## config.mk

```make
export PLATFORM = sky130hd
export DESIGN_NAME = cc_div_cell
export DESIGN_NICKNAME = d
export VERILOG_FILES = /design/src/design/circumcenter_three_points_defines.svh /design/src/design/cc_pkg.sv /design/src/design/cc_div_cell.sv
export SDC_FILE = /design/constraint.sdc
export NUM_CORES = 1
export LEC_CHECK = 0
export ABC_AREA = 0
export ABC_CLOCK_PERIOD_IN_PS = 4300
export BUFFER_PORTS_ARGS = -buffer_cell sky130_fd_sc_hd__buf_2
export CAP_MARGIN = 20
export CORE_AREA = 2 2 191 193
export CTS_CLUSTER_DIAMETER = 100
export DETAILED_ROUTE_END_ITERATION = 12
export DIE_AREA = 0 0 193 195
export PLACE_DENSITY = 0.69
export SETUP_SLACK_MARGIN = 0.1
export SLEW_MARGIN = 20
export SYNTH_ARGS = -nofsm -noshare
export SYNTH_HDL_FRONTEND = slang
export SYNTH_SLANG_ARGS = --single-unit
```

## constraint.sdc

```tcl
create_clock -name clk -period 4.3 [get_ports clk]
set_input_delay 0.43 -clock clk [delete_from_list [all_inputs] [get_ports clk]]
set_output_delay 0.43 -clock clk [all_outputs]
set_load 0.01 [all_outputs]
```

## src/design/circumcenter_three_points_defines.svh

```systemverilog
// Assertion macros for the circumcenter block.
// Included by the RTL files that carry concurrent assertions; no other dependencies.
`ifndef CIRCUMCENTER_THREE_POINTS_DEFINES_SVH
`define CIRCUMCENTER_THREE_POINTS_DEFINES_SVH

`ifndef ASSERT_OFF
`define CC_ASSERT(lbl, prop) \
  lbl: assert property (@(posedge clk) disable iff (rst) prop) \
    else $error("circumcenter assertion failed");
`define CC_ASSERT_RST(lbl, prop) \
  lbl: assert property (@(posedge clk) prop) \
    else $error("circumcenter reset assertion failed");
`else
`define CC_ASSERT(lbl, prop)
`define CC_ASSERT_RST(lbl, prop)
`endif

`endif

```

## src/design/cc_pkg.sv

```systemverilog
// Shared widths, codes and types for the circumcenter block.
// Used by the front pipeline, the divider cells and the top level.
`timescale 1ns / 1ps
`default_nettype none

package cc_pkg;

  localparam int PT_W   = 24;
  localparam int DIF_W  = PT_W + 1;
  localparam int SQ1_W  = 2 * DIF_W - 1;
  localparam int XP_W   = 2 * DIF_W;
  localparam int SQ_W   = 50;
  localparam int CRS_W  = 51;
  localparam int DEN_W  = CRS_W + 1;
  localparam int PP_W   = 52;
  localparam int NUM_W  = 80;
  localparam int CEN_W  = 40;
  localparam int CFG_W  = 50;
  localparam int APB_W  = 64;
  localparam int ADDR_W = 4;
  localparam int IN_W   = 6 * PT_W;
  localparam int N_CELLS = CEN_W;

  localparam logic REG_MIN_SIDE = 1'b0;
  localparam logic REG_COLLIN   = 1'b1;

  localparam logic [CEN_W-1:0] POS_LIM = {1'b0, {(CEN_W-1){1'b1}}};
  localparam logic [CEN_W-1:0] NEG_LIM = {1'b1, {(CEN_W-1){1'b0}}};

  typedef enum logic [1:0] {
    ST_OK     = 2'd0,
    ST_COINC  = 2'd1,
    ST_COLLIN = 2'd2
  } status_t;

  typedef struct packed {
    logic              valid;
    status_t           status;
    logic              ovx;
    logic              ovy;
    logic              negx;
    logic              negy;
    logic [DEN_W-1:0]  den;
    logic [DEN_W-1:0]  remx;
    logic [DEN_W-1:0]  remy;
    logic [CEN_W-1:0]  lowx;
    logic [CEN_W-1:0]  lowy;
  } cell_t;

  typedef struct packed {
    logic             clip;
    logic [CEN_W-1:0] val;
  } sat_t;

  function automatic sat_t saturate(logic neg, logic ov, logic [CEN_W-1:0] q);
    sat_t r;
    if (neg) begin
      r.clip = ov || (q > NEG_LIM);
      r.val  = r.clip ? NEG_LIM : CEN_W'(0) - q;
    end else begin
      r.clip = ov || q[CEN_W-1];
      r.val  = r.clip ? POS_LIM : q;
    end
    return r;
  endfunction

endpackage

`default_nettype wire

```

## src/design/cc_div_cell.sv

```systemverilog
// One cell of the divider chain: one quotient bit for each coordinate.
// Depends on cc_pkg; chained by the top level.
`timescale 1ns / 1ps
`default_nettype none

module cc_div_cell (
  input  wire logic   clk,
  input  wire logic   rst,
  input  wire logic   en,
  input  wire cc_pkg::cell_t din,
  output cc_pkg::cell_t dout
);
  import cc_pkg::*;

  logic [DEN_W:0] tx, ty, dfx, dfy;
  logic           gex, gey;

  assign tx  = {din.remx, din.lowx[CEN_W-1]};
  assign ty  = {din.remy, din.lowy[CEN_W-1]};
  assign dfx = tx - {1'b0, din.den};
  assign dfy = ty - {1'b0, din.den};
  assign gex = tx >= {1'b0, din.den};
  assign gey = ty >= {1'b0, din.den};

  always_ff @(posedge clk) begin
    if (rst) begin
      dout.valid <= 1'b0;
    end else if (en) begin
      dout.valid <= din.valid;
    end

    if (en) begin
      dout.status <= din.status;
      dout.ovx    <= din.ovx;
      dout.ovy    <= din.ovy;
      dout.negx   <= din.negx;
      dout.negy   <= din.negy;
      dout.den    <= din.den;
      dout.remx   <= gex ? dfx[DEN_W-1:0] : tx[DEN_W-1:0];
      dout.remy   <= gey ? dfy[DEN_W-1:0] : ty[DEN_W-1:0];
      dout.lowx   <= {din.lowx[CEN_W-2:0], gex};
      dout.lowy   <= {din.lowy[CEN_W-2:0], gey};
    end
  end

endmodule

`default_nettype wire

```

==> results of run 1 <==
[worst register-to-register path, stage by stage (launching register included)]
cell and delay (ns):
dfxtp_1 0.32, mux2i_1 0.12, nor2_1 0.06
[per-layer routing]
layer | vias up | global-route usage | wire length, µm
met4 | 0 | 0.0968 | 1760
met2 | 563 | 0.439 | 24900
li1 | 6189 | - | -
met3 | 91 | 0.0491 | 4130
met1 | 6197 | 0.342 | 21300
met5 | - | 0 | 0
[synth_stat cells (36+ instances only)]
cell type    n  area, µm²
xnor2_1     56        490
nand4_1     39        244
o21ai_0    111        556
mux2_4      46        691
nor2_1      66        248
inv_1       90        338
a21o_1      48        360
edfxtp_1   242       7270
nand2_1    128        480
xor2_1      36        315
ha_1       104       1300
a21oi_1    130        651
[power by group]
group          switching (mW)  internal (mW)  total (mW)
clock network            1.10           1.68        2.77
logic                    1.17          0.856        2.03
registers              0.0948           2.95        3.04
[cells in the final DEF (no fill, tap or decap), types with 9 or more instances in the layout]
cell	n
clkbuf_16	29
nand2b_1	11
nor2_1	66
a21o_1	48
edfxtp_1	242
nor3_1	10
nand4_1	39
o21ai_0	111
buf_4	12
o21bai_1	30
a21oi_1	130
buf_2	487
nand2_1	128
mux2_4	46
inv_1	90
nand3_1	20
xnor2_1	56
o21a_1	11
o211ai_1	9
xor2_1	36
a31oi_1	17
ha_1	104
[layout make-up]
cell class | instances | share of cell area
Clock inverter | 24 | 0.0180
Antenna cell | 6 | 0.000784
Timing Repair Buffer | 504 | 0.137
Multi-Input combinational cell | 1011 | 0.378
Sequential cell | 243 | 0.380
Clock buffer | 29 | 0.0379
Tap cell | 461 | 0.0301
Inverter | 90 | 0.0176
[worst min path at each step]
stage,startpoint,end,slack [ns]
final,din[29],dout[30]$_DFFE_PP_,0.03
after global routing,din[42],dout[43]$_DFFE_PP_,0.005
after CTS,din[13],dout[14]$_DFFE_PP_,0.0009
after floorplan,rst,dout[242]$_SDFFE_PP0P_,0.50
after global placement,dout[242]$_SDFFE_PP0P_,dout[242]$_SDFFE_PP0P_,0.47
after detailed placement,dout[242]$_SDFFE_PP0P_,dout[242]$_SDFFE_PP0P_,0.54
[cell families (layout without fill, tap and decap cells)]
group,Yosys count,count (layout),share of synthesized area
buffers and inverters,155,647,0.0504
other,0,6,0
DFF,243,243,0.476
xor gates and xnor gates,92,92,0.0527
muxes,56,56,0.0521
AOI/OAI and AO/OA,431,431,0.178
adders and majority gates,106,106,0.0877
and+or+nand+nor,326,326,0.103
==> flow_summary.html, run 1 <==
<table>
<tr><th>Metric</th><th>Value</th></tr>
<tr><th colspan="2">Cells and area</th></tr>
<tr><td>Post-layout instance count excluding filler cells</td><td>2368</td></tr>
<tr><td>Final cell area excluding filler cells</td><td>19200 µm²</td></tr>
<tr><td>Number of fill cells in the layout</td><td>3204</td></tr>
<tr><td>Largest register FFs</td><td>243</td></tr>
<tr><td>Layout Nets</td><td>2231</td></tr>
<tr><td>Largest registers</td><td>dout (243)</td></tr>
<tr><td>Register name with the most flops</td><td>dout</td></tr>
<tr><td>Area taken by multi-input logic gates</td><td>7250 µm²</td></tr>
<tr><td>Utilization of the core after routing</td><td>0.541</td></tr>
<tr><td>Area growth from synthesis to layout</td><td>25.2%</td></tr>
<tr><td>Share of final-layout standard cells stronger than drive strength 1</td><td>0.336</td></tr>
<tr><td>Sequential Area</td><td>7290 µm²</td></tr>
<tr><th colspan="2">Placed design</th></tr>
<tr><td>Setup WS pre-CTS</td><td>0.277 ns</td></tr>
<tr><td>HPWL reported at the end of detailed placement</td><td>42200 µm</td></tr>
<tr><td>Weighted congestion at the end of routability-driven global placement</td><td>0.922</td></tr>
<tr><td>Buffers added on ports</td><td>488</td></tr>
<tr><td>Total cell area at the placement stage</td><td>18100 µm²</td></tr>
<tr><td>Number of placed instances, taps included</td><td>2309</td></tr>
<tr><th colspan="2">Setup path</th></tr>
<tr><td>Launch point of the worst reg-to-reg path</td><td>dout[242]$_SDFFE_PP0P_</td></tr>
<tr><td>Last element of the critical path</td><td>dout[182]$_DFFE_PP_</td></tr>
<tr><td>CP max-delay cell</td><td>o31ai_1</td></tr>
<tr><td>Reg2Reg Depth</td><td>2</td></tr>
<tr><td>Chain of cells forming the critical path</td><td>buf_2 -&gt; inv_1 -&gt; ha_1 -&gt; fa_1 -&gt; nand2b_1 -&gt; a21o_1 -&gt; a2111oi_0 -&gt; or3_1 -&gt; a21oi_2 -&gt; o31ai_1 -&gt; a21oi_1 -&gt; a22oi_1 -&gt; xor2_1 -&gt; mux2_4</td></tr>
<tr><td>Delay of the slowest cell on the worst path</td><td>0.43 ns</td></tr>
<tr><td>Crit path depth</td><td>14</td></tr>
<tr><td>Worst reg2reg setup slack</td><td>3.69 ns</td></tr>
<tr><td>Critical path data arrival time</td><td>3.84 ns</td></tr>
<tr><td>Gate family responsible for the most delay along the worst path</td><td>compound AO/OA/AOI/OAI gates</td></tr>
<tr><td>Critical path buffer and inverter count</td><td>2</td></tr>
<tr><td>Crit path launch</td><td>din[79]</td></tr>
<tr><td>Worst flop-to-flop path endpoint</td><td>dout[242]$_SDFFE_PP0P_</td></tr>
<tr><td>Nature of the critical path endpoint</td><td>register</td></tr>
<tr><td>Start-to-end type of the worst setup path</td><td>in -&gt; reg</td></tr>
<tr><td>Crit-path max FO</td><td>4</td></tr>
<tr><td>Crit path required time</td><td>4.62 ns</td></tr>
<tr><td>Critical path launch point type</td><td>input port</td></tr>
<tr><th colspan="2">Drt</th></tr>
<tr><td>Detailed-route vias per instance</td><td>5.51</td></tr>
<tr><td>Total number of vias</td><td>13040</td></tr>
<tr><td>First drt pass iteration count</td><td>5</td></tr>
<tr><td>Routed wire length per instance</td><td>22.0 µm</td></tr>
<tr><td>Overall routed net length</td><td>52100 µm</td></tr>
<tr><td>Antenna viol nets, final</td><td>0</td></tr>
<tr><td>DRC violation total after the first TritonRoute iteration</td><td>940</td></tr>
<tr><td>DRC viols</td><td>0</td></tr>
<tr><th colspan="2">Min path</th></tr>
<tr><td>Min-Delay Path Depth</td><td>1</td></tr>
<tr><td>Hold Crit Class</td><td>in -&gt; reg</td></tr>
<tr><th colspan="2">STA</th></tr>
<tr><td>Share of the clock period used by the worst path</td><td>0.819</td></tr>
<tr><td>TNS Setup</td><td>0 ns</td></tr>
<tr><td>Number of hold-slack violations in the final timing report</td><td>0</td></tr>
<tr><td>Final max-slew violation count</td><td>0</td></tr>
<tr><td>Worst max-slew margin expressed relative to the limit</td><td>0.436</td></tr>
<tr><td>Hold Slack</td><td>0.0316 ns</td></tr>
<tr><td>RSZ-0062 raised after global routing</td><td>no</td></tr>
<tr><td>Fmax</td><td>284 MHz</td></tr>
<tr><td>Endpoints failing setup</td><td>0</td></tr>
<tr><td>Post-route clock skew</td><td>0 ns</td></tr>
<tr><td>Least-Margin Pin Slew</td><td>0.846 ns</td></tr>
<tr><td>Final Critical Period</td><td>3.52 ns</td></tr>
<tr><td>Min setup slack post-route</td><td>0.777 ns</td></tr>
<tr><th colspan="2">Yosys</th></tr>
<tr><td>Sequential area share after synthesis</td><td>0.476</td></tr>
<tr><td>Post-synthesis cell area</td><td>15300 µm²</td></tr>
<tr><td>Count of flip-flops with a built-in enable after synthesis</td><td>242</td></tr>
<tr><td>Net Count, Synth</td><td>1761</td></tr>
<tr><td>Primary FF master, synth</td><td>edfxtp_1</td></tr>
<tr><td>Fraction of synthesis flops using an asynchronous set or reset pin</td><td>0</td></tr>
<tr><td>Instance count of the mapped netlist</td><td>1409</td></tr>
<tr><td>Distinct cell type count after synthesis</td><td>82</td></tr>
<tr><td>Number of synthesized register bits</td><td>243</td></tr>
<tr><td>Total of warnings raised by yosys</td><td>0</td></tr>
<tr><td>Average footprint of a synthesized cell</td><td>10.9 µm²</td></tr>
<tr><th colspan="2">CTS</th></tr>
<tr><td>Clock tree from TritonCTS</td><td>done</td></tr>
<tr><td>Number of setup buffers added after CTS</td><td>0</td></tr>
<tr><td>Sinks on the clock net</td><td>243</td></tr>
<tr><td>Number of buffers created by CTS</td><td>29</td></tr>
<tr><td>CTS root buf</td><td>clkbuf_16</td></tr>
<tr><td>Number of buffers on the longest clock path</td><td>3</td></tr>
<tr><td>Maximum level of the CTS H-tree</td><td>1</td></tr>
<tr><td>Total of hold buffers inserted after clock tree synthesis</td><td>0</td></tr>
<tr><td>Clock latency reported for the late side of the worst-skew pair</td><td>0.57 ns</td></tr>
<tr><td>CTS resizes</td><td>0</td></tr>
<tr><td>Clock-pin slew of the registers on the worst-case setup and hold paths</td><td>0.06 ns</td></tr>
<tr><th colspan="2">Floorplan</th></tr>
<tr><td>Die Span Y</td><td>195 µm</td></tr>
<tr><td>Starting utilization of the core area</td><td>0.432</td></tr>
<tr><td>Placeable core region</td><td>35400 µm²</td></tr>
<tr><td>Overall die area</td><td>37600 µm²</td></tr>
<tr><td>Cell Rows</td><td>69</td></tr>
<tr><td>Die W</td><td>193 µm</td></tr>
<tr><td>I/O Pins</td><td>489</td></tr>
<tr><th colspan="2">Power and ir drop</th></tr>
<tr><td>Cell leakage power</td><td>8.52 nW</td></tr>
<tr><td>Worst IR drop on VDD</td><td>0.348 mV</td></tr>
<tr><td>Power density over the cells</td><td>409 nW/µm²</td></tr>
<tr><td>Overall power after layout</td><td>7.84 mW</td></tr>
<tr><th colspan="2">GRT</th></tr>
<tr><td>Number of antenna violations at the first check in global routing</td><td>6</td></tr>
<tr><td>Total global routing overflow</td><td>0</td></tr>
<tr><td>Via count of the first global-routing pass</td><td>12706</td></tr>
<tr><td>Largest net degree at the start of global routing</td><td>98</td></tr>
<tr><td>Wire length of the first global-routing pass</td><td>75900 µm</td></tr>
<tr><td>GRT Overall Usage</td><td>0.264</td></tr>
<tr><th colspan="2">Run</th></tr>
<tr><td>Number of violations of the max-capacitance limit</td><td>0</td></tr>
<tr><th colspan="2">Status</th></tr>
<tr><td>Outcome</td><td>finished clean</td></tr>
</table>
Note: power is estimated with default switching activity, not from simulation.
==> inputs of run 2 (changes only) <==
ABC_CLOCK_PERIOD_IN_PS = 3130   (was 4300)
CORE_AREA = 2 2 189 191   (was 2 2 191 193)
DIE_AREA = 0 0 191 193   (was 0 0 193 195)
PLACE_DENSITY = 0.73   (was 0.69)
clock period = 3.13 ns   (was 4.3 ns; I/O delays follow)
==> flow_summary.html, run 2 (synthesized netlist as in run 1, its figures left out) <==
<table>
<tr><th>Metric</th><th>Value</th></tr>
<tr><th colspan="2">GRT</th></tr>
<tr><td>Met3 global-route usage</td><td>0.0594 (was 0.0491)</td></tr>
<tr><td>Via count of the first global-routing pass</td><td>14727 (was 12706)</td></tr>
<tr><td>Total global routing overflow</td><td>0 (unchanged)</td></tr>
<tr><td>Busiest layer in global routing</td><td>met2 (unchanged)</td></tr>
<tr><td>Number of antenna violations at the first check in global routing</td><td>10 (was 6)</td></tr>
<tr><td>GRT Overall Usage</td><td>0.298 (was 0.264)</td></tr>
<tr><td>Largest net degree at the start of global routing</td><td>77 (was 98)</td></tr>
<tr><td>Wire length of the first global-routing pass</td><td>83700 µm (was 75900 µm)</td></tr>
<tr><td>Global routing met2 resource utilization</td><td>0.525 (was 0.439)</td></tr>
<tr><td>Met1 usage</td><td>0.370 (was 0.342)</td></tr>
<tr><th colspan="2">Placed design</th></tr>
<tr><td>Total cell area at the placement stage</td><td>20500 µm² (was 18100 µm²)</td></tr>
<tr><td>HPWL reported at the end of detailed placement</td><td>44500 µm (was 42200 µm)</td></tr>
<tr><td>Weighted congestion at the end of routability-driven global placement</td><td>0.927 (was 0.922)</td></tr>
<tr><td>Buffers added on ports</td><td>488 (unchanged)</td></tr>
<tr><td>Number of placed instances, taps included</td><td>2601 (was 2309)</td></tr>
<tr><th colspan="2">STA</th></tr>
<tr><td>RSZ-0062 raised after global routing</td><td>yes (was no)</td></tr>
<tr><td>Least-Margin Pin Slew</td><td>0.616 ns (was 0.846 ns)</td></tr>
<tr><td>Post-route clock skew</td><td>0 ns (unchanged)</td></tr>
<tr><td>Share of the clock period used by the worst path</td><td>0.952</td></tr>
<tr><td>Number of hold-slack violations in the final timing report</td><td>0 (unchanged)</td></tr>
<tr><td>Worst max-slew margin expressed relative to the limit</td><td>0.589 (was 0.436)</td></tr>
<tr><td>Final max-slew violation count</td><td>0 (unchanged)</td></tr>
<tr><td>Final Critical Period</td><td>2.98 ns</td></tr>
<tr><td>TNS Setup</td><td>0 ns (unchanged)</td></tr>
<tr><td>Endpoints failing setup</td><td>0 (unchanged)</td></tr>
<tr><td>Fmax</td><td>335 MHz</td></tr>
<tr><th colspan="2">Cells and area</th></tr>
<tr><td>Largest registers</td><td>dout (243) (unchanged)</td></tr>
<tr><td>Highest-count cells in the layout ignoring fill and taps</td><td>buf_2 (487), buf_4 (307), edfxtp_1 (242), dlygate4sd3_1 (133), nand2_1 (127) (was buf_2 (487), edfxtp_1 (242), a21oi_1 (130), nand2_1 (128), o21ai_0 (111))</td></tr>
<tr><td>Number of fill cells in the layout</td><td>2679 (was 3204)</td></tr>
<tr><td>Utilization of the core after routing</td><td>0.663 (was 0.541)</td></tr>
<tr><td>Register name with the most flops</td><td>dout (unchanged)</td></tr>
<tr><td>Layout Nets</td><td>2671 (was 2231)</td></tr>
<tr><td>Leading cell type in the layout, fill and taps excluded</td><td>buf_2 (unchanged)</td></tr>
<tr><td>Post-layout instance count excluding filler cells</td><td>2802 (was 2368)</td></tr>
<tr><td>Largest register FFs</td><td>243 (unchanged)</td></tr>
<tr><td>Area growth from synthesis to layout</td><td>51.6% (was 25.2%)</td></tr>
<tr><td>Area taken by multi-input logic gates</td><td>7630 µm² (was 7250 µm²)</td></tr>
<tr><td>Final cell area excluding filler cells</td><td>23200 µm² (was 19200 µm²)</td></tr>
<tr><td>Share of final-layout standard cells stronger than drive strength 1</td><td>0.426 (was 0.336)</td></tr>
<tr><td>Sequential Area</td><td>7290 µm² (unchanged)</td></tr>
<tr><th colspan="2">Setup path</th></tr>
<tr><td>Gate family responsible for the most delay along the worst path</td><td>compound AO/OA/AOI/OAI gates (unchanged)</td></tr>
<tr><td>Start-to-end type of the worst setup path</td><td>in -&gt; reg (unchanged)</td></tr>
<tr><td>Crit-path most repeated cell</td><td>a21o_1</td></tr>
<tr><td>Chain of cells forming the critical path</td><td>dlygate4sd3_1 -&gt; buf_2 -&gt; inv_2 -&gt; ha_1 -&gt; buf_4 -&gt; a21o_1 -&gt; a21o_1 -&gt; a21oi_2 -&gt; o21ai_0 -&gt; a21oi_1 -&gt; o21bai_1 -&gt; a31oi_2 -&gt; o21a_4 -&gt; buf_12 -&gt; mux2_2 (was buf_2 -&gt; inv_1 -&gt; ha_1 -&gt; fa_1 -&gt; nand2b_1 -&gt; a21o_1 -&gt; a2111oi_0 -&gt; or3_1 -&gt; a21oi_2 -&gt; o31ai_1 -&gt; a21oi_1 -&gt; a22oi_1 -&gt; xor2_1 -&gt; mux2_4)</td></tr>
<tr><td>Critical path launch point type</td><td>input port (unchanged)</td></tr>
<tr><td>Nature of the critical path endpoint</td><td>register (unchanged)</td></tr>
<tr><td>CP max-delay cell</td><td>dlygate4sd3_1 (was o31ai_1)</td></tr>
<tr><td>Delay of the slowest cell on the worst path</td><td>0.53 ns (was 0.43 ns)</td></tr>
<tr><td>Crit-path max FO</td><td>8 (was 4)</td></tr>
<tr><td>Critical path buffer and inverter count</td><td>5 (was 2)</td></tr>
<tr><td>Crit path required time</td><td>3.44 ns (was 4.62 ns)</td></tr>
<tr><td>Critical path data arrival time</td><td>3.30 ns (was 3.84 ns)</td></tr>
<tr><th colspan="2">Floorplan</th></tr>
<tr><td>Cell Rows</td><td>69 (unchanged)</td></tr>
<tr><td>Die W</td><td>191 µm (was 193 µm)</td></tr>
<tr><td>Starting utilization of the core area</td><td>0.438 (was 0.432)</td></tr>
<tr><td>Placeable core region</td><td>35000 µm² (was 35400 µm²)</td></tr>
<tr><td>Overall die area</td><td>36900 µm² (was 37600 µm²)</td></tr>
<tr><td>Die Span Y</td><td>193 µm (was 195 µm)</td></tr>
<tr><td>I/O Pins</td><td>489 (unchanged)</td></tr>
<tr><th colspan="2">Power and ir drop</th></tr>
<tr><td>Gate power share</td><td>0.321 (was 0.258)</td></tr>
<tr><td>Switching power</td><td>3.35 mW (was 2.36 mW)</td></tr>
<tr><td>Sequential power share</td><td>0.377 (was 0.388)</td></tr>
<tr><td>Part of the power in the clock network</td><td>0.302 (was 0.354)</td></tr>
<tr><td>Cell-internal power</td><td>7.78 mW (was 5.48 mW)</td></tr>
<tr><td>Power density over the cells</td><td>480 nW/µm² (was 409 nW/µm²)</td></tr>
<tr><td>Switch share</td><td>0.301 (about the same)</td></tr>
<tr><td>Overall power after layout</td><td>11.1 mW (was 7.84 mW)</td></tr>
<tr><td>Worst IR drop on VDD</td><td>0.573 mV (was 0.348 mV)</td></tr>
<tr><td>Cell leakage power</td><td>10.6 nW (was 8.52 nW)</td></tr>
<tr><th colspan="2">Min path</th></tr>
<tr><td>Hold Crit Class</td><td>in -&gt; reg (unchanged)</td></tr>
<tr><th colspan="2">Run</th></tr>
<tr><td>Number of violations of the max-capacitance limit</td><td>0 (unchanged)</td></tr>
<tr><th colspan="2">CTS</th></tr>
<tr><td>Clock latency reported for the late side of the worst-skew pair</td><td>0.56 ns (was 0.57 ns)</td></tr>
<tr><td>Clock tree from TritonCTS</td><td>done (unchanged)</td></tr>
<tr><td>Maximum level of the CTS H-tree</td><td>1 (unchanged)</td></tr>
<tr><td>CTS root buf</td><td>clkbuf_16 (unchanged)</td></tr>
<tr><td>Clock-pin slew of the registers on the worst-case setup and hold paths</td><td>0.06 ns (about the same)</td></tr>
<tr><td>Number of buffers created by CTS</td><td>28 (was 29)</td></tr>
<tr><td>Number of buffers on the longest clock path</td><td>3 (unchanged)</td></tr>
<tr><td>Sinks on the clock net</td><td>243 (unchanged)</td></tr>
<tr><th colspan="2">Drt</th></tr>
<tr><td>DRC viols</td><td>0 (unchanged)</td></tr>
<tr><td>DRC violation total after the first TritonRoute iteration</td><td>1170 (was 940)</td></tr>
<tr><td>Antenna viol nets, final</td><td>0 (unchanged)</td></tr>
<tr><td>Overall routed net length</td><td>58600 µm (was 52100 µm)</td></tr>
<tr><td>Detailed-route vias per instance</td><td>5.33 (was 5.51)</td></tr>
<tr><td>Routed wire length per instance</td><td>20.9 µm (was 22.0 µm)</td></tr>
<tr><td>First drt pass iteration count</td><td>7 (was 5)</td></tr>
<tr><td>Total number of vias</td><td>14925 (was 13040)</td></tr>
<tr><th colspan="2">Status</th></tr>
<tr><td>Outcome</td><td>finished clean (unchanged)</td></tr>
</table>
## run 2: metal layers
metal | wire length [µm] | vias up
met3 | 4340 | 116
met4 | 1910 | 12
met2 | 28600 | 627
met1 | 23700 | 7119
met5 | 80 | -
li1 | - | 7051
## run 2: cell type report
type | count | share of cell area
tap | 461 | 0.0249
inverter | 90 | 0.0146
multi-input combinational | 1011 | 0.329
clock buffer | 30 | 0.0305
sequential | 243 | 0.314
antenna | 3 | 0.000324
clock inverter | 19 | 0.00982
timing repair buffer | 945 | 0.277
## run 2: worst register-to-register path: stages (launching register included)
cell,delay [ns]
dfxtp_1,0.31
mux2i_1,0.15
nor2_1,0.07
## run 2: timing repair
item | CTS | global route
hold buffers | 133 | 0
setup endpoints to repair | 7 | 102
pin swaps | 1 | 23
gates cloned | 0 | 4
setup buffers | 0 | 12
hold endpoints to repair | 133 | 0
gates resized for setup | 0 | 66
## run 2: power by group through the flow
stage	sequential, mW	combinational, mW	clock, mW
CTS	4.19	3.42	3.39
floorplan	4.42	1.54	0
detailed placement	4.25	3.26	0
global placement	4.25	3.22	0
finish	4.20	3.58	3.36
global route	4.22	3.84	3.52
## run 2: path summary, 6_finish.rpt
| kind | startpoint | endpoint | slack [ns] | cells after the start |
|---|---|---|---|---|
| hold reg to reg | dout[242]$_SDFFE_PP0P_ | dout[242]$_SDFFE_PP0P_ | 0.55 | 2 |
| setup / recovery | din[222] | dout[101]$_DFFE_PP_ | 0.15 | 15 |
| hold / removal | din[118] | dout[119]$_DFFE_PP_ | 0.04 | 3 |
| setup reg to reg | dout[242]$_SDFFE_PP0P_ | dout[242]$_SDFFE_PP0P_ | 2.49 | 2 |
## run 2: per-stage QoR
stage	hold slack, ns	setup slack [ns]
floorplan	0.385	0.0971
global placement	0.472	-0.528
detailed placement	0.478	-0.492
CTS	0.00533	0.106
global route	0.0359	0.0441
finish	0.0441	0.149
==> inputs of run 3 (changes only) <==
CORE_AREA = 2 2 236 145   (was 2 2 189 191)
DIE_AREA = 0 0 238 147   (was 0 0 191 193)
PLACE_DENSITY = 0.77   (was 0.73)
==> flow_summary.html, run 3 (synthesized netlist as in run 1, its figures left out) <==
<table>
<tr><th>Metric</th><th>Value</th></tr>
<tr><th colspan="2">Floorplan</th></tr>
<tr><td>Placeable core region</td><td>33100 µm² (was 35000 µm²)</td></tr>
<tr><td>Cell Rows</td><td>52 (was 69)</td></tr>
<tr><td>Starting utilization of the core area</td><td>0.463 (was 0.438)</td></tr>
<tr><td>Die W</td><td>238 µm (was 191 µm)</td></tr>
<tr><td>I/O Pins</td><td>489 (unchanged)</td></tr>
<tr><td>Overall die area</td><td>35000 µm² (was 36900 µm²)</td></tr>
<tr><td>Die Span Y</td><td>147 µm (was 193 µm)</td></tr>
<tr><th colspan="2">CTS</th></tr>
<tr><td>Clock-pin slew of the registers on the worst-case setup and hold paths</td><td>0.06 ns (about the same)</td></tr>
<tr><td>Sinks on the clock net</td><td>243 (unchanged)</td></tr>
<tr><td>CTS root buf</td><td>clkbuf_16 (unchanged)</td></tr>
<tr><td>Clock tree from TritonCTS</td><td>done (unchanged)</td></tr>
<tr><td>Number of buffers created by CTS</td><td>25 (was 28)</td></tr>
<tr><td>Maximum level of the CTS H-tree</td><td>1 (unchanged)</td></tr>
<tr><td>Clock latency reported for the late side of the worst-skew pair</td><td>0.56 ns (about the same)</td></tr>
<tr><td>Number of buffers on the longest clock path</td><td>3 (unchanged)</td></tr>
<tr><th colspan="2">Min path</th></tr>
<tr><td>Hold Crit Class</td><td>in -&gt; reg (unchanged)</td></tr>
<tr><td>Worst min-delay path startpoint</td><td>din[204] (was din[118])</td></tr>
<tr><td>Min-Delay Path Depth</td><td>1 (was 3)</td></tr>
<tr><td>Hold endpoint</td><td>dout[204]$_DFFE_PP_ (was dout[119]$_DFFE_PP_)</td></tr>
<tr><th colspan="2">Cells and area</th></tr>
<tr><td>Utilization of the core after routing</td><td>0.697 (was 0.663)</td></tr>
<tr><td>Final cell area excluding filler cells</td><td>23000 µm² (was 23200 µm²)</td></tr>
<tr><td>Highest-count cells in the layout ignoring fill and taps</td><td>buf_2 (487), buf_4 (325), edfxtp_1 (242), dlygate4sd3_1 (132), nand2_1 (128) (was buf_2 (487), buf_4 (307), edfxtp_1 (242), dlygate4sd3_1 (133), nand2_1 (127))</td></tr>
<tr><td>Largest registers</td><td>dout (243) (unchanged)</td></tr>
<tr><td>Layout Nets</td><td>2684 (was 2671)</td></tr>
<tr><td>Leading cell type in the layout, fill and taps excluded</td><td>buf_2 (unchanged)</td></tr>
<tr><td>Register name with the most flops</td><td>dout (unchanged)</td></tr>
<tr><td>Share of final-layout standard cells stronger than drive strength 1</td><td>0.417 (was 0.426)</td></tr>
<tr><td>Area growth from synthesis to layout</td><td>50.5% (was 51.6%)</td></tr>
<tr><td>Largest register FFs</td><td>243 (unchanged)</td></tr>
<tr><th colspan="2">Power and ir drop</th></tr>
<tr><td>Overall power after layout</td><td>10.9 mW (was 11.1 mW)</td></tr>
<tr><td>Cell leakage power</td><td>10.6 nW (about the same)</td></tr>
<tr><td>Power density over the cells</td><td>475 nW/µm² (was 480 nW/µm²)</td></tr>
<tr><td>Worst IR drop on VDD</td><td>0.446 mV (was 0.573 mV)</td></tr>
<tr><th colspan="2">Placed design</th></tr>
<tr><td>Weighted congestion at the end of routability-driven global placement</td><td>0.962 (was 0.927)</td></tr>
<tr><td>HPWL reported at the end of detailed placement</td><td>44200 µm (was 44500 µm)</td></tr>
<tr><td>Total cell area at the placement stage</td><td>20600 µm² (was 20500 µm²)</td></tr>
<tr><td>Buffers added on ports</td><td>488 (unchanged)</td></tr>
<tr><th colspan="2">Setup path</th></tr>
<tr><td>Worst reg2reg setup slack</td><td>1.98 ns (was 2.49 ns)</td></tr>
<tr><td>Critical path buffer and inverter count</td><td>4 (was 5)</td></tr>
<tr><td>Delay of the slowest cell on the worst path</td><td>0.41 ns (was 0.53 ns)</td></tr>
<tr><td>Crit path required time</td><td>3.42 ns (was 3.44 ns)</td></tr>
<tr><td>Start-to-end type of the worst setup path</td><td>in -&gt; reg (unchanged)</td></tr>
<tr><td>CP max-delay cell</td><td>o21ai_0 (was dlygate4sd3_1)</td></tr>
<tr><td>Gate family responsible for the most delay along the worst path</td><td>compound AO/OA/AOI/OAI gates (unchanged)</td></tr>
<tr><td>Nature of the critical path endpoint</td><td>register (unchanged)</td></tr>
<tr><td>Launch point of the worst reg-to-reg path</td><td>dout[242]$_SDFFE_PP0P_ (unchanged)</td></tr>
<tr><td>Crit-path max FO</td><td>8 (unchanged)</td></tr>
<tr><td>Chain of cells forming the critical path</td><td>buf_2 -&gt; inv_1 -&gt; ha_1 -&gt; nand4_1 -&gt; nor2_1 -&gt; nand2_1 -&gt; o21ai_0 -&gt; nor3_4 -&gt; a31oi_4 -&gt; a41oi_4 -&gt; o31ai_4 -&gt; buf_8 -&gt; clkbuf_16 -&gt; mux2_4 (was dlygate4sd3_1 -&gt; buf_2 -&gt; inv_2 -&gt; ha_1 -&gt; buf_4 -&gt; a21o_1 -&gt; a21o_1 -&gt; a21oi_2 -&gt; o21ai_0 -&gt; a21oi_1 -&gt; o21bai_1 -&gt; a31oi_2 -&gt; o21a_4 -&gt; buf_12 -&gt; mux2_2)</td></tr>
<tr><td>Critical path launch point type</td><td>input port (unchanged)</td></tr>
<tr><td>Critical path data arrival time</td><td>3.26 ns (was 3.30 ns)</td></tr>
<tr><td>Reg2Reg Depth</td><td>3 (was 2)</td></tr>
<tr><td>Worst flop-to-flop path endpoint</td><td>dout[242]$_SDFFE_PP0P_ (unchanged)</td></tr>
<tr><th colspan="2">GRT</th></tr>
<tr><td>Wire length of the first global-routing pass</td><td>85300 µm (was 83700 µm)</td></tr>
<tr><td>Largest net degree at the start of global routing</td><td>77 (unchanged)</td></tr>
<tr><td>GRT Overall Usage</td><td>0.319 (was 0.298)</td></tr>
<tr><td>Number of antenna violations at the first check in global routing</td><td>6 (was 10)</td></tr>
<tr><td>Via count of the first global-routing pass</td><td>14780 (was 14727)</td></tr>
<tr><td>Total global routing overflow</td><td>0 (unchanged)</td></tr>
<tr><th colspan="2">STA</th></tr>
<tr><td>Share of the clock period used by the worst path</td><td>0.950 (was 0.952)</td></tr>
<tr><td>Post-route clock skew</td><td>0 ns (unchanged)</td></tr>
<tr><td>Final Critical Period</td><td>2.97 ns (was 2.98 ns)</td></tr>
<tr><td>Endpoints failing setup</td><td>0 (unchanged)</td></tr>
<tr><td>Least-Margin Pin Slew</td><td>0.683 ns (was 0.616 ns)</td></tr>
<tr><td>Fmax</td><td>336 MHz (was 335 MHz)</td></tr>
<tr><td>Worst max-slew margin expressed relative to the limit</td><td>0.545 (was 0.589)</td></tr>
<tr><td>Final max-slew violation count</td><td>0 (unchanged)</td></tr>
<tr><td>Hold Slack</td><td>0.0334 ns (was 0.0441 ns)</td></tr>
<tr><td>Number of hold-slack violations in the final timing report</td><td>0 (unchanged)</td></tr>
<tr><td>RSZ-0062 raised after global routing</td><td>no (was yes)</td></tr>
<tr><th colspan="2">Drt</th></tr>
<tr><td>Total number of vias</td><td>15300 (was 14925)</td></tr>
<tr><td>Overall routed net length</td><td>58600 µm (about the same)</td></tr>
<tr><td>Detailed-route vias per instance</td><td>5.49 (was 5.33)</td></tr>
<tr><td>Routed wire length per instance</td><td>21.0 µm (was 20.9 µm)</td></tr>
<tr><td>First drt pass iteration count</td><td>8 (was 7)</td></tr>
<tr><td>DRC violation total after the first TritonRoute iteration</td><td>1743 (was 1170)</td></tr>
<tr><td>Antenna viol nets, final</td><td>0 (unchanged)</td></tr>
<tr><td>DRC viols</td><td>0 (unchanged)</td></tr>
<tr><th colspan="2">Run</th></tr>
<tr><td>Number of violations of the max-capacitance limit</td><td>0 (unchanged)</td></tr>
<tr><th colspan="2">Status</th></tr>
<tr><td>Outcome</td><td>finished clean (unchanged)</td></tr>
</table>
==> run 3: layout make-up <==
type / count / area (µm²)
antenna: 6 / 15.0
clock buffer: 28 / 637
clock inverter: 17 / 199
fill: 2457 / 10000
inverter: 90 / 338
multi-input combinational: 1011 / 7480
sequential: 243 / 7290
tap: 432 / 541
timing repair buffer: 961 / 6530
==> run 3: through the flow <==
stage                     worst slack, ns  instances  TNS [ns]
final                               0.156       2788         0
after global routing               0.0973       2785         0
after CTS                          0.0716       2774         0
after detailed placement           -0.559       2597    -30.70
after global placement             -0.524       2597    -27.44
after floorplan                    0.0971       1409         0
==> run 3: worst max-delay path by stage <==
stage	cells past startpoint	slack (ns)	startpoint	end
floorplan	13	0.1	din[79]	dout[178]$_DFFE_PP_
global placement	14	-0.52	din[187]	dout[175]$_DFFE_PP_
detailed placement	14	-0.56	din[187]	dout[175]$_DFFE_PP_
CTS	14	0.07	din[79]	dout[182]$_DFFE_PP_
global route	16	0.1	din[195]	dout[139]$_DFFE_PP_
finish	14	0.16	din[210]	dout[141]$_DFFE_PP_
==> run 3: per-layer routing <==
| metal | GRT usage | share of wire | vias to the layer above |
|---|---|---|---|
| met4 | 0.0828 | 0.026 | 0 |
| met1 | 0.452 | 0.43 | 7299 |
| li1 | - | - | 7095 |
| met3 | 0.0847 | 0.10 | 94 |
| met2 | 0.487 | 0.44 | 812 |
| met5 | 0 | 0 | - |
==> run 3: worst reg2reg max path: cells and delay by family, from the launching register on <==
family                 cells  cell delay [ns]
muxes                      1             0.14
DFF                        1             0.31
buffers and inverters      1             0.54
and+or+nand+nor            1             0.05
==> run 3: report_power, final <==
part	switching (mW)	internal [mW]	leakage, nW
combinational	1.84	1.74	7.82
sequential	0.124	4.05	2.38
clock	1.38	1.80	0.401
==> run 3: timing repair <==
| item | CTS | global route |
|---|---|---|
| buffers inserted | 0 | 2 |
| gates cloned | 0 | 6 |
| gates resized for setup | 2 | 26 |
| setup endpoints to repair | 6 | 95 |
| hold buffers | 132 | 0 |
| pin swaps | 1 | 14 |
| hold endpoints to repair | 131 | 0 |
